`src/rtl/rttq_pkg.sv`:
```
// rttq_pkg: shared types and constants for the rooted tree table query block
// holds node id widths, the "none" code, result kinds, opcodes and the
// link request and table entry structs; no dependencies
package rttq_pkg;

    // id and table entry widths, fixed by the item fields
    localparam int ID_W   = 6;
    localparam int NODE_W = 7;

    // "none" as stored in a table entry (-1 in seven bits)
    localparam logic [NODE_W-1:0] NONE = 7'h7F;

    // walk limits: depth saturates at this count, child run stops at it
    localparam logic [ID_W-1:0] MAX_WALK = 6'd63;
    localparam logic [ID_W-1:0] LAST_CNT = 6'd62;

    // opcodes
    localparam logic OP_LINK  = 1'b0;
    localparam logic OP_QUERY = 1'b1;

    // node kinds
    localparam logic [1:0] KIND_ROOT  = 2'd0;
    localparam logic [1:0] KIND_LEAF  = 2'd1;
    localparam logic [1:0] KIND_INNER = 2'd2;

    typedef logic [ID_W-1:0]   t_id;
    typedef logic [NODE_W-1:0] t_node;

    // link write request from the sequencer to the tables
    typedef struct packed {
        logic en;
        logic first;
        t_id  par;
        t_id  child;
    } t_link_req;

    // one row read from all three tables, none where never written
    typedef struct packed {
        t_node par;
        t_node fc;
        t_node ns;
    } t_entry;

endpackage

```
`src/rtl/rttq_if.sv`:
```
// rttq_if: valid/ready channels for input items and result items
// depends on nothing; widths follow the item field widths

// input item channel
interface rttq_in_if;
    logic       valid;
    logic       ready;
    logic       opcode;
    logic [5:0] node_a;
    logic [5:0] node_b;
    logic       first_child;

    modport source (output valid, output opcode, output node_a, output node_b,
                    output first_child, input ready);
    modport sink   (input valid, input opcode, input node_a, input node_b,
                    input first_child, output ready);
endinterface

// result item channel
interface rttq_out_if;
    logic              valid;
    logic              ready;
    logic signed [6:0] parent_of_node;
    logic        [5:0] node_depth;
    logic        [1:0] node_kind;
    logic signed [6:0] child_id;
    logic              last_of_run;

    modport source (output valid, output parent_of_node, output node_depth,
                    output node_kind, output child_id, output last_of_run,
                    input ready);
    modport sink   (input valid, input parent_of_node, input node_depth,
                    input node_kind, input child_id, input last_of_run,
                    output ready);
endinterface

```
`src/rtl/rttq_tables.sv`:
```
// rttq_tables: parent, first-child and next-sibling memories with valid bits
// one link write per cycle, one shared registered read port for all three
// depends on rttq_pkg
module rttq_tables #(
    parameter int NODES = 64,
    localparam int AW   = $clog2(NODES)
) (
    input  logic               i_clk,
    input  logic               i_rst_n,
    input  rttq_pkg::t_link_req i_link,
    input  logic [AW-1:0]      i_rd_addr,
    output rttq_pkg::t_entry   o_entry
);

    // table storage, ids only; the valid bits stand for "none"
    rttq_pkg::t_id r_par_mem [NODES];
    rttq_pkg::t_id r_fc_mem  [NODES];
    rttq_pkg::t_id r_ns_mem  [NODES];

    logic [NODES-1:0] r_par_vld;
    logic [NODES-1:0] r_fc_vld;
    logic [NODES-1:0] r_ns_vld;
    logic [AW-1:0]    r_prev;

    rttq_pkg::t_id r_rd_par;
    rttq_pkg::t_id r_rd_fc;
    rttq_pkg::t_id r_rd_ns;
    logic          r_rd_par_v;
    logic          r_rd_fc_v;
    logic          r_rd_ns_v;

    logic [AW-1:0] w_a;
    logic [AW-1:0] w_b;

    assign w_a = i_link.par[AW-1:0];
    assign w_b = i_link.child[AW-1:0];

    // memory writes for a link
    always_ff @(posedge i_clk) begin
        if (i_link.en) begin
            r_par_mem[w_b] <= i_link.par;
            if (i_link.first) begin
                r_fc_mem[w_a] <= i_link.child;
            end else begin
                r_ns_mem[r_prev] <= i_link.child;
            end
        end
    end

    // valid bits and previously linked child
    always_ff @(posedge i_clk) begin
        if (!i_rst_n) begin
            r_par_vld <= '0;
            r_fc_vld  <= '0;
            r_ns_vld  <= '0;
            r_prev    <= '0;
        end else if (i_link.en) begin
            r_par_vld[w_b] <= 1'b1;
            if (i_link.first) begin
                r_fc_vld[w_a] <= 1'b1;
            end else begin
                r_ns_vld[r_prev] <= 1'b1;
            end
            r_prev <= w_b;
        end
    end

    // shared registered read port
    always_ff @(posedge i_clk) begin
        r_rd_par   <= r_par_mem[i_rd_addr];
        r_rd_fc    <= r_fc_mem[i_rd_addr];
        r_rd_ns    <= r_ns_mem[i_rd_addr];
        r_rd_par_v <= r_par_vld[i_rd_addr];
        r_rd_fc_v  <= r_fc_vld[i_rd_addr];
        r_rd_ns_v  <= r_ns_vld[i_rd_addr];
    end

    // entries never written read as none
    assign o_entry.par = r_rd_par_v ? {1'b0, r_rd_par} : rttq_pkg::NONE;
    assign o_entry.fc  = r_rd_fc_v  ? {1'b0, r_rd_fc}  : rttq_pkg::NONE;
    assign o_entry.ns  = r_rd_ns_v  ? {1'b0, r_rd_ns}  : rttq_pkg::NONE;

endmodule

```
`src/rtl/rttq_seq.sv`:
```
// rttq_seq: sequencer that drives the shared table read port
// walks the parent chain, then the sibling list, and holds the result register
// depends on rttq_pkg and rttq_if
module rttq_seq #(
    parameter int NODES = 64,
    localparam int AW   = $clog2(NODES)
) (
    input  logic                i_clk,
    input  logic                i_rst_n,
    rttq_in_if.sink             i_in,
    rttq_out_if.source          o_out,
    output rttq_pkg::t_link_req o_link,
    output logic [AW-1:0]       o_rd_addr,
    input  rttq_pkg::t_entry    i_entry
);

    localparam logic [rttq_pkg::NODE_W-1:0] NODE_LIM = rttq_pkg::NODE_W'(NODES);

    typedef enum logic [2:0] {
        S_IDLE,
        S_NODE_D,
        S_WALK,
        S_CHRD,
        S_CHD,
        S_EMIT
    } t_state;

    t_state              r_state, n_state;
    rttq_pkg::t_node     r_par,   n_par;
    rttq_pkg::t_id       r_dep,   n_dep;
    logic [1:0]          r_kind,  n_kind;
    rttq_pkg::t_node     r_child, n_child;
    rttq_pkg::t_node     r_nxt,   n_nxt;
    rttq_pkg::t_id       r_cnt,   n_cnt;

    logic                r_ov,     n_ov;
    rttq_pkg::t_node     r_o_par,  n_o_par;
    rttq_pkg::t_id       r_o_dep,  n_o_dep;
    logic [1:0]          r_o_kind, n_o_kind;
    rttq_pkg::t_node     r_o_child, n_o_child;
    logic                r_o_last, n_o_last;

    logic                w_accept;
    logic                w_a_ok;
    logic                w_b_ok;
    logic                w_free;
    logic                w_last;

    assign w_accept = i_in.valid && i_in.ready;
    assign w_a_ok   = {1'b0, i_in.node_a} < NODE_LIM;
    assign w_b_ok   = {1'b0, i_in.node_b} < NODE_LIM;
    assign w_free   = !r_ov || o_out.ready;
    assign w_last   = (r_nxt == rttq_pkg::NONE) || (r_cnt == rttq_pkg::LAST_CNT);

    // handshake and result port
    assign i_in.ready           = (r_state == S_IDLE);
    assign o_out.valid          = r_ov;
    assign o_out.parent_of_node = $signed(r_o_par);
    assign o_out.node_depth     = r_o_dep;
    assign o_out.node_kind      = r_o_kind;
    assign o_out.child_id       = $signed(r_o_child);
    assign o_out.last_of_run    = r_o_last;

    // link write goes straight to the tables
    always_comb begin
        o_link.en    = w_accept && (i_in.opcode == rttq_pkg::OP_LINK) && w_a_ok && w_b_ok;
        o_link.first = i_in.first_child;
        o_link.par   = i_in.node_a;
        o_link.child = i_in.node_b;
    end

    // read address for the next table row
    always_comb begin
        case (r_state)
            S_IDLE:   o_rd_addr = i_in.node_a[AW-1:0];
            S_NODE_D: o_rd_addr = i_entry.par[AW-1:0];
            S_WALK:   o_rd_addr = i_entry.par[AW-1:0];
            S_CHRD:   o_rd_addr = r_child[AW-1:0];
            default:  o_rd_addr = '0;
        endcase
    end

    // next state and datapath
    always_comb begin
        n_state   = r_state;
        n_par     = r_par;
        n_dep     = r_dep;
        n_kind    = r_kind;
        n_child   = r_child;
        n_nxt     = r_nxt;
        n_cnt     = r_cnt;
        n_ov      = r_ov;
        n_o_par   = r_o_par;
        n_o_dep   = r_o_dep;
        n_o_kind  = r_o_kind;
        n_o_child = r_o_child;
        n_o_last  = r_o_last;

        if (r_ov && o_out.ready) begin
            n_ov = 1'b0;
        end

        case (r_state)
            S_IDLE: begin
                if (w_accept && (i_in.opcode == rttq_pkg::OP_QUERY)) begin
                    if (w_a_ok) begin
                        n_state = S_NODE_D;
                    end else begin
                        // unknown node: one root-like result with no children
                        n_par   = rttq_pkg::NONE;
                        n_dep   = '0;
                        n_kind  = rttq_pkg::KIND_ROOT;
                        n_child = rttq_pkg::NONE;
                        n_nxt   = rttq_pkg::NONE;
                        n_cnt   = '0;
                        n_state = S_EMIT;
                    end
                end
            end
            S_NODE_D: begin
                n_par   = i_entry.par;
                n_child = i_entry.fc;
                n_cnt   = '0;
                if (i_entry.par == rttq_pkg::NONE) begin
                    n_kind = rttq_pkg::KIND_ROOT;
                end else if (i_entry.fc == rttq_pkg::NONE) begin
                    n_kind = rttq_pkg::KIND_LEAF;
                end else begin
                    n_kind = rttq_pkg::KIND_INNER;
                end
                if (i_entry.par == rttq_pkg::NONE) begin
                    n_dep   = '0;
                    n_state = S_CHRD;
                end else begin
                    n_dep   = rttq_pkg::ID_W'(1);
                    n_state = S_WALK;
                end
            end
            S_WALK: begin
                // one parent step per cycle, saturating
                if ((i_entry.par == rttq_pkg::NONE) || (r_dep == rttq_pkg::MAX_WALK)) begin
                    n_state = S_CHRD;
                end else begin
                    n_dep = r_dep + rttq_pkg::ID_W'(1);
                end
            end
            S_CHRD: begin
                if (r_child == rttq_pkg::NONE) begin
                    n_nxt   = rttq_pkg::NONE;
                    n_state = S_EMIT;
                end else begin
                    n_state = S_CHD;
                end
            end
            S_CHD: begin
                n_nxt   = i_entry.ns;
                n_state = S_EMIT;
            end
            S_EMIT: begin
                if (w_free) begin
                    n_ov      = 1'b1;
                    n_o_par   = r_par;
                    n_o_dep   = r_dep;
                    n_o_kind  = r_kind;
                    n_o_child = r_child;
                    n_o_last  = w_last;
                    n_child   = r_nxt;
                    n_cnt     = r_cnt + rttq_pkg::ID_W'(1);
                    n_state   = w_last ? S_IDLE : S_CHRD;
                end
            end
            default: begin
                n_state = S_IDLE;
            end
        endcase
    end

    // state and registered outputs
    always_ff @(posedge i_clk) begin
        if (!i_rst_n) begin
            r_state <= S_IDLE;
            r_ov    <= 1'b0;
        end else begin
            r_state   <= n_state;
            r_ov      <= n_ov;
            r_par     <= n_par;
            r_dep     <= n_dep;
            r_kind    <= n_kind;
            r_child   <= n_child;
            r_nxt     <= n_nxt;
            r_cnt     <= n_cnt;
            r_o_par   <= n_o_par;
            r_o_dep   <= n_o_dep;
            r_o_kind  <= n_o_kind;
            r_o_child <= n_o_child;
            r_o_last  <= n_o_last;
        end
    end

endmodule

```
`src/rtl/rooted_tree_table_query_core.sv`:
```
// rooted_tree_table_query_core: left-child/right-sibling tree with link and query
// a link item is written straight to the tables; a query walks the parent chain,
// then the sibling list for one result item per child, held up by output stalls,
// all on the single shared table read port; no new item is taken until the last
// result is registered; synchronous active-low reset clears the table valid bits,
// so there is no clearing pass; depends on rttq_pkg, rttq_if, rttq_tables, rttq_seq
module rooted_tree_table_query_core #(
    parameter int NODES = 64
) (
    input  logic       i_clk,
    input  logic       i_rst_n,
    rttq_in_if.sink    i_in,
    rttq_out_if.source o_out
);

    localparam int AW = $clog2(NODES);

    rttq_pkg::t_link_req w_link;
    rttq_pkg::t_entry    w_entry;
    logic [AW-1:0]       w_rd_addr;

    // sequencer
    rttq_seq #(
        .NODES (NODES)
    ) u_seq (
        .i_clk     (i_clk),
        .i_rst_n   (i_rst_n),
        .i_in      (i_in),
        .o_out     (o_out),
        .o_link    (w_link),
        .o_rd_addr (w_rd_addr),
        .i_entry   (w_entry)
    );

    // tree tables
    rttq_tables #(
        .NODES (NODES)
    ) u_tables (
        .i_clk     (i_clk),
        .i_rst_n   (i_rst_n),
        .i_link    (w_link),
        .i_rd_addr (w_rd_addr),
        .o_entry   (w_entry)
    );

endmodule

```
`src/flat_wrapper.sv`:
```
// flat-port wrapper written by rule: the top's interface ports become plain ports
module rooted_tree_table_query_core_flat 
#(
    parameter int NODES = 64
)
  (i_clk, i_rst_n, i_in_valid, i_in_opcode, i_in_node_a, i_in_node_b, i_in_first_child, i_in_ready, o_out_valid, o_out_parent_of_node, o_out_node_depth, o_out_node_kind, o_out_child_id, o_out_last_of_run, o_out_ready);
  rttq_in_if i_in_i ();
  rttq_out_if o_out_i ();
  input  logic i_clk;
  input  logic i_rst_n;
  input wire logic [$bits(i_in_i.valid)-1:0] i_in_valid;
  input wire logic [$bits(i_in_i.opcode)-1:0] i_in_opcode;
  input wire logic [$bits(i_in_i.node_a)-1:0] i_in_node_a;
  input wire logic [$bits(i_in_i.node_b)-1:0] i_in_node_b;
  input wire logic [$bits(i_in_i.first_child)-1:0] i_in_first_child;
  output wire logic [$bits(i_in_i.ready)-1:0] i_in_ready;
  output wire logic [$bits(o_out_i.valid)-1:0] o_out_valid;
  output wire logic [$bits(o_out_i.parent_of_node)-1:0] o_out_parent_of_node;
  output wire logic [$bits(o_out_i.node_depth)-1:0] o_out_node_depth;
  output wire logic [$bits(o_out_i.node_kind)-1:0] o_out_node_kind;
  output wire logic [$bits(o_out_i.child_id)-1:0] o_out_child_id;
  output wire logic [$bits(o_out_i.last_of_run)-1:0] o_out_last_of_run;
  input wire logic [$bits(o_out_i.ready)-1:0] o_out_ready;
  assign i_in_i.valid = i_in_valid;
  assign i_in_i.opcode = i_in_opcode;
  assign i_in_i.node_a = i_in_node_a;
  assign i_in_i.node_b = i_in_node_b;
  assign i_in_i.first_child = i_in_first_child;
  assign i_in_ready = i_in_i.ready;
  assign o_out_valid = o_out_i.valid;
  assign o_out_parent_of_node = o_out_i.parent_of_node;
  assign o_out_node_depth = o_out_i.node_depth;
  assign o_out_node_kind = o_out_i.node_kind;
  assign o_out_child_id = o_out_i.child_id;
  assign o_out_last_of_run = o_out_i.last_of_run;
  assign o_out_i.ready = o_out_ready;
  rooted_tree_table_query_core #(.NODES(NODES)) u_core (.i_clk(i_clk), .i_rst_n(i_rst_n), .i_in(i_in_i), .o_out(o_out_i));
endmodule
```
`config.mk`:
```
export PLATFORM = sky130hd
export DESIGN_NAME = rooted_tree_table_query_core_flat
export DESIGN_NICKNAME = d
export VERILOG_FILES = /design/src/rtl/rttq_pkg.sv /design/src/rtl/rttq_if.sv /design/src/rtl/rttq_tables.sv /design/src/rtl/rttq_seq.sv /design/src/rtl/rooted_tree_table_query_core.sv /design/src/flat_wrapper.sv
export SDC_FILE = /design/constraint.sdc
export NUM_CORES = 2
export LEC_CHECK = 0
export BUFFER_PORTS_ARGS = -buffer_cell sky130_fd_sc_hd__clkbuf_2
export CAP_MARGIN = 20
export CORE_MARGIN = 1
export CORE_UTILIZATION = 54
export CTS_BUF_LIST = sky130_fd_sc_hd__clkbuf_4 sky130_fd_sc_hd__clkbuf_8
export CTS_CLUSTER_DIAMETER = 100
export DETAILED_ROUTE_END_ITERATION = 10
export PLACE_DENSITY_LB_ADDON = 0.05
export SYNTH_ARGS = -nofsm -noshare
export SYNTH_HDL_FRONTEND = slang
export SYNTH_SLANG_ARGS = --single-unit
```
`constraint.sdc`:
```
create_clock -name i_clk -period 5.8 [get_ports i_clk]
set_input_delay 0.58 -clock i_clk [delete_from_list [all_inputs] [get_ports i_clk]]
set_output_delay 0.58 -clock i_clk [all_outputs]
set_load 0.05 [all_outputs]
```
# After elaboration in Yosys (flattened, before gate mapping)
# Memory sizes are Yosys's and may differ from the RTL's. A register that Yosys moved wholly into a read port is not among the register bits.
# Cells that the tools add are included.
# totals
latch_bits	0
output_inout_bits	25
ff_bits	263
ramBits	1152
memories	3
romBits	0
inputBits	18
word_cells	121
# op_classes
n_bitwise	5
n_addsub	2
shifts	0
n_mux	44
order_cmp	7
mul	0
n_reduce_logical	24
eq_ne	16
div	0
# mem_list
name	depth	width	read_ports	rd_clocked_by_memory_dff	write_ports	line_no	rtl
u_core.u_tables.r_fc_mem	64	6	1	1	1	rttq_tables.sv:17	rttq_pkg::t_id r_fc_mem [NODES];
u_core.u_tables.r_ns_mem	64	6	1	1	1	rttq_tables.sv:18	rttq_pkg::t_id r_ns_mem [NODES];
u_core.u_tables.r_par_mem	64	6	1	1	1	rttq_tables.sv:16	rttq_pkg::t_id r_par_mem [NODES];
# op_table
cell	count
64-bit OR	3
7-bit two-way mux	5
7-bit equality test, second input constant	4
6-bit by 7-bit < comparator with 1-bit output, second input constant	4
7-bit case mux with 2 select lines	2
6-bit case mux with 2 select lines	2
1-bit two-way mux	20
1-bit binary-select mux with 6-bit select	3
1-bit demux with 6-bit select	3
6-bit by 1-bit greater-or-equal comparator with 1-bit output, second input constant	3
3-bit case mux with 6 select lines	1
6-bit case mux with 3 select lines	1
3-bit AND reduction	5
6-bit by 1-bit adder with 6-bit output, second input constant	2
6-bit equality test, second input constant	2
6-bit two-way mux	2
3-bit two-way mux	3
2-bit inequality test, second input constant	4
1-bit logical AND	7
3-bit by 2-bit equality test with 1-bit output, second input constant	2
3-bit equality test, second input constant	2
2-bit AND reduction	3
2-bit nonzero test	3
2-bit two-way mux	2
other kinds (7)	10

# Logic depth before layout (Yosys ltp)
# depth
ltp_word	5
ltp_mapped	12
ltp_nobuf	8

# Hierarchy
# From an unflattened synthesis, not the netlist that was laid out.
# unflattened
hier_cells	2925
hier_area_um2	55399.4
# by_module_without_submodules
module	area_per_inst_um2	instances	seq_area_each_um2	cells_per_inst
rttq_tables	52586.7	1	38977.4	2719
rttq_seq	2812.7	1	1821.7	206

# Worst setup path before layout
# OpenSTA, ideal clock, no wires.
# synth_timing
path_type	register to register
from	register u_core.u_seq.r_state[1]
to	memory u_core.u_tables.r_par_mem[32][0] in the netlist's numbering, enable pin
period_less_slack_ns	3.554
slack_ns	2.246
setup_time_ns	0.358
required_time_ns	5.442
path_buffers	4
stages_incl_launch_ff	10
arrival_ns	3.197
path_cell_list	dfxtp_1 buf_2 buf_2 nor3_1 and3b_1 clkbuf_1 nand2_1 or3_1 clkbuf_1 nor2_1
# synth_between
elab_chain_cells	5
# synth_lines
element	line_no	rtl
start: declaration	rttq_seq.sv:28	t_state r_state, n_state;
start signal: assignment	rttq_seq.sv:184	r_state <= n_state;
3-bit zero test	rttq_seq.sv:56	assign i_in.ready = (r_state == S_IDLE);
via i_in_ready	flat_wrapper.sv:16	output wire logic [$bits(i_in_i.ready)-1:0] i_in_ready;
1-bit logical AND	rttq_seq.sv:49	assign w_accept = i_in.valid && i_in.ready;
1-bit logical AND	rttq_seq.sv:66	o_link.en = w_accept && (i_in.opcode == rttq_pkg::OP_LINK) && w_a_ok && w_b_ok;
1-bit two-way mux	rttq_tables.sv:40	if (i_link.en) begin
1-bit two-way mux (not written as such)	rttq_tables.sv:41	r_par_mem[w_b] <= i_link.par;
end: declaration	rttq_tables.sv:16	
# The timed path passes the listed nets, and every way through them passes these cells.

# Worst setup path after layout
# layout_timing
from	register u_core.u_seq.r_state[2]
to	register u_core.u_tables.r_rd_ns_v
# layout_between
elab_chain_cells	5
elab_cells_between_ends	8
classes_between	eq/ne (3); mux (3); reduce/logical (2)
# layout_lines
element	line_no	rtl
3-bit by 2-bit equality test with 1-bit output or 3-bit by 1-bit equality test with 1-bit output (tied branches)	rttq_seq.sv:74	case (r_state)
2-bit OR reduction (no source line)	n/a	
6-bit case mux with 3 select lines *	rttq_seq.sv:74	
1-bit binary-select mux with 6-bit select *	rttq_tables.sv:75	r_rd_ns_v <= r_ns_vld[i_rd_addr];
1-bit two-way mux (not written as such) *	rttq_tables.sv:75	
end signal: assignment	rttq_tables.sv:75	
end: declaration	rttq_tables.sv:30	logic r_rd_ns_v;
# Mark *: on every way between the ends. The rest lies on a longest branch, timed or not. The select of a mux whose other input is x is not followed.
# A chain may end at the register's enable or synchronous reset.

==> impl_metrics.ini <==
[sta]
setup_viol = 0
timing.fmax_mhz = 213
fin_ws_ps = 1110
drv_slew = 0
relSlewSlack_pct = 23.3
finalHoldViolations = 0
worst_pin_slew_ps = 1140
rsz0062_at_grt = false
tns_ps = 0
fin_crit_ps = 4690
fin_worst_skew_ps = 44.0
finalCritPeriodShare_pct = 80.9

[grt]
overflow = 0
grt_usage_pct = 27.4
grt_pass1_wl_um = 207000
grt_start_max_net_pins = 113
grt_pass1_vias = 31500
antenna_found_initial = 7

[setup_path]
crit_start = u_core.u_seq.r_state[2]$_SDFFE_PN0P_
crit_chain = inv_1 -> and3_1 -> o2111ai_4 -> buf_4 -> o22a_1 -> o221ai_1 -> o41ai_1 -> nand4_1
cp.arrival_ps = 5400
cpPeakStageDelay_ps = 1060
regToRegSetupSlack_ps = 1110
critical_path_required_ps = 6510
crit_slowest_cell = o41ai_1
timing.rr.end = u_core.u_tables.r_rd_ns_v$_DFF_P_
critPathLaunchType = register
critPathKind = reg -> reg
cp_top_family = compound AO/OA/AOI/OAI gates
reg2reg_depth = 8
r2r-start = u_core.u_seq.r_state[2]$_SDFFE_PN0P_
path_buf_inv = 2
end_kind = register
critPathMaxFanout = 23

[power]
power.switching_w = 0.00594
powerDensity_mw_per_mm2 = 373
p_leak_nw = 21.3
p_int_w = 0.0172
ir_drop_mv = 0.251
sw_frac_of_total_pct = 25.7
pwr-share-clk_pct = 38.4
power_frac_seq_pct = 49.0
pwr-share-comb_pct = 12.5

[logic_synthesis]
ys.flop_type = edfxtp_1
ys_ff_latch = 1433
synth.net_count = 3552
yosysUniqueCellTypes = 53
async_reset_ff_share_pct = 0
synth_edf_count = 1210
syn_area_per_cell_sq_um = 15.7
synthCells = 3531
syn_area_sq_mm = 0.0554
ys_seq_area_share_pct = 73.6
yosysWarnings = 0

[layout]
multi_input_area_sq_mm = 0.0137
drive_gt1_share_pct = 14.0
finalNetCount = 3678
regArea_sq_mm = 0.0408
area_growth_pct = 11.7
fillerInstances = 7640

[die]
core_area_sq_mm = 0.102
num_rows = 117
die_h_um = 322
start_util_pct = 54.5
io_pins = 43
die_area_sq_mm = 0.104
die_w_um = 322

[route]
drc = 0
first_iter_violations = 3425
ant_nets = 0
wl_um = 142000
routedWlPerCell_um = 27.3
vias = 31800
dr.pass1.iters = 5
viasPerCell = 6.10

[place]
port_buffers = 42
dpl.hpwl_um = 89100
gp_congestion = 0.891
dp_slack_ps = 1180

[clock_tree]
cts_sinks = 1433
cts_setup_buffers = 0
cts_root_buf = clkbuf_8
cts_resized = 0
cts-hold-fix-buffers = 0
htree_levels = 4
cts_tree = built
clkLatencyLatePin_ps = 900
cts_buffers = 225
cts.reportedPaths.clkPinSlew_ps = 60
cts_buffer_depth = 3

[hold_path]
min_to = u_core.u_tables.r_ns_mem[5][3]$_DFFE_PP_
hold_class = in -> reg
hold_start = i_in_node_b[3]
hold_path_depth = 1

[run_status]
run_status = complete, no violations

[job]
maxCapViolCount = 0
state kept, by name, summed over array words and instances (netlist names), 64 cells and up:
name	cells
u_core.u_tables.r_fc_mem	384
u_core.u_tables.r_par_vld	64
u_core.u_tables.r_par_mem	384
u_core.u_tables.r_ns_vld	64
u_core.u_tables.r_fc_vld	64
u_core.u_tables.r_ns_mem	384
cells in the final DEF (no fill, tap or decap), drive strengths merged, types with 46 or more instances in the layout:
master     n
dfxtp    223
o22ai    211
clkbuf   383
edfxtp  1210
mux2i    588
o221ai    46
nor2     228
clkinv    57
o41ai     84
o21a     193
nand2    215
buf       81
a21oi     88
cell usage after synthesis, types with 42 or more instances:
cell / number / area, sq um
mux2i_1: 588 / 5890
o41ai_1: 84 / 736
clkbuf_1: 88 / 330
edfxtp_1: 1210 / 36300
nand2_1: 215 / 807
nor2_1: 228 / 856
a21oi_1: 88 / 440
o221ai_1: 44 / 385
buf_2: 96 / 480
o22ai_1: 211 / 1320
o21a_1: 193 / 1450
o22a_1: 42 / 368
dfxtp_1: 223 / 4460
worst register-to-register path: cells and delay by family (launching register included):
family                 cells  cell delay [ps]
AO/OA/AOI/OAI              4             2280
buffers and inverters      2              890
flip-flops                 1              730
AND/OR/NAND/NOR            2              630
power groups by stage:
stage	clock [W]	sequential, W	combinational (W)
final	0.00888	0.0113	0.00290
after global routing	0.00943	0.0113	0.00302
after CTS	0.00901	0.0113	0.00289
after detailed placement	0	0.0115	0.00288
after global placement	0	0.0115	0.00285
after floorplan	0	0.0115	0.00187
cell families (layout without fill, tap and decap cells):
family	Yosys count	after routing	share of synthesized area [%]
mux	588	588	10.6
compound gates	705	705	9.13
simple gates	561	561	4.37
flops	1433	1433	73.6
buf+inv	232	555	2.09
other cells	0	1	0
xor+xnor	9	9	0.142
fa+ha+maj	3	3	0.0677
metal layers:
metal	global-route usage (%)	part of all wire [%]	vias up
met1	38.4	43	16200
met5	0	0.0084	-
met4	8.94	2.6	2
met2	43.7	47	1266
met3	4.64	7.0	237
li1	-	-	14100
through the flow:
stage	util (%)	instance area, sq um	instances	hold slack [ps]	power [W]
5_1_grt	60.9	61900	5223	35.9	0.0238
4_1_cts	60.9	61900	5222	10.4	0.0232
3_5_place_dp	56.2	57100	4798	415	0.0144
6_report	60.9	61900	5223	87.5	0.0231
2_1_floorplan	-	55400	3531	400	0.0133
3_3_place_gp	56.1	57100	4797	413	0.0144
final cells by class:
cell class	count	share of cell area (%)
Clock inverter	77	1.00
Tap cell	1368	2.76
Multi-Input combinational cell	1866	22.1
Sequential cell	1433	65.9
Timing Repair Buffer	117	1.47
Antenna cell	1	0.00404
Clock buffer	347	6.76
Inverter	14	0.0848
worst max path at each step:
stage                                                       endpoint  slack [ps]  cells past startpoint
after floorplan           u_core.u_tables.r_par_mem[32][0]$_DFFE_PP_        2250                      9
after global placement             u_core.u_tables.r_rd_ns_v$_DFF_P_        1230                      8
after detailed placement           u_core.u_tables.r_rd_ns_v$_DFF_P_        1180                      8
after CTS                          u_core.u_tables.r_rd_ns_v$_DFF_P_        1150                      8
after global routing               u_core.u_tables.r_rd_ns_v$_DFF_P_         980                      8
final                              u_core.u_tables.r_rd_ns_v$_DFF_P_        1110                      8
Note: power is estimated with default switching activity, not from simulation.
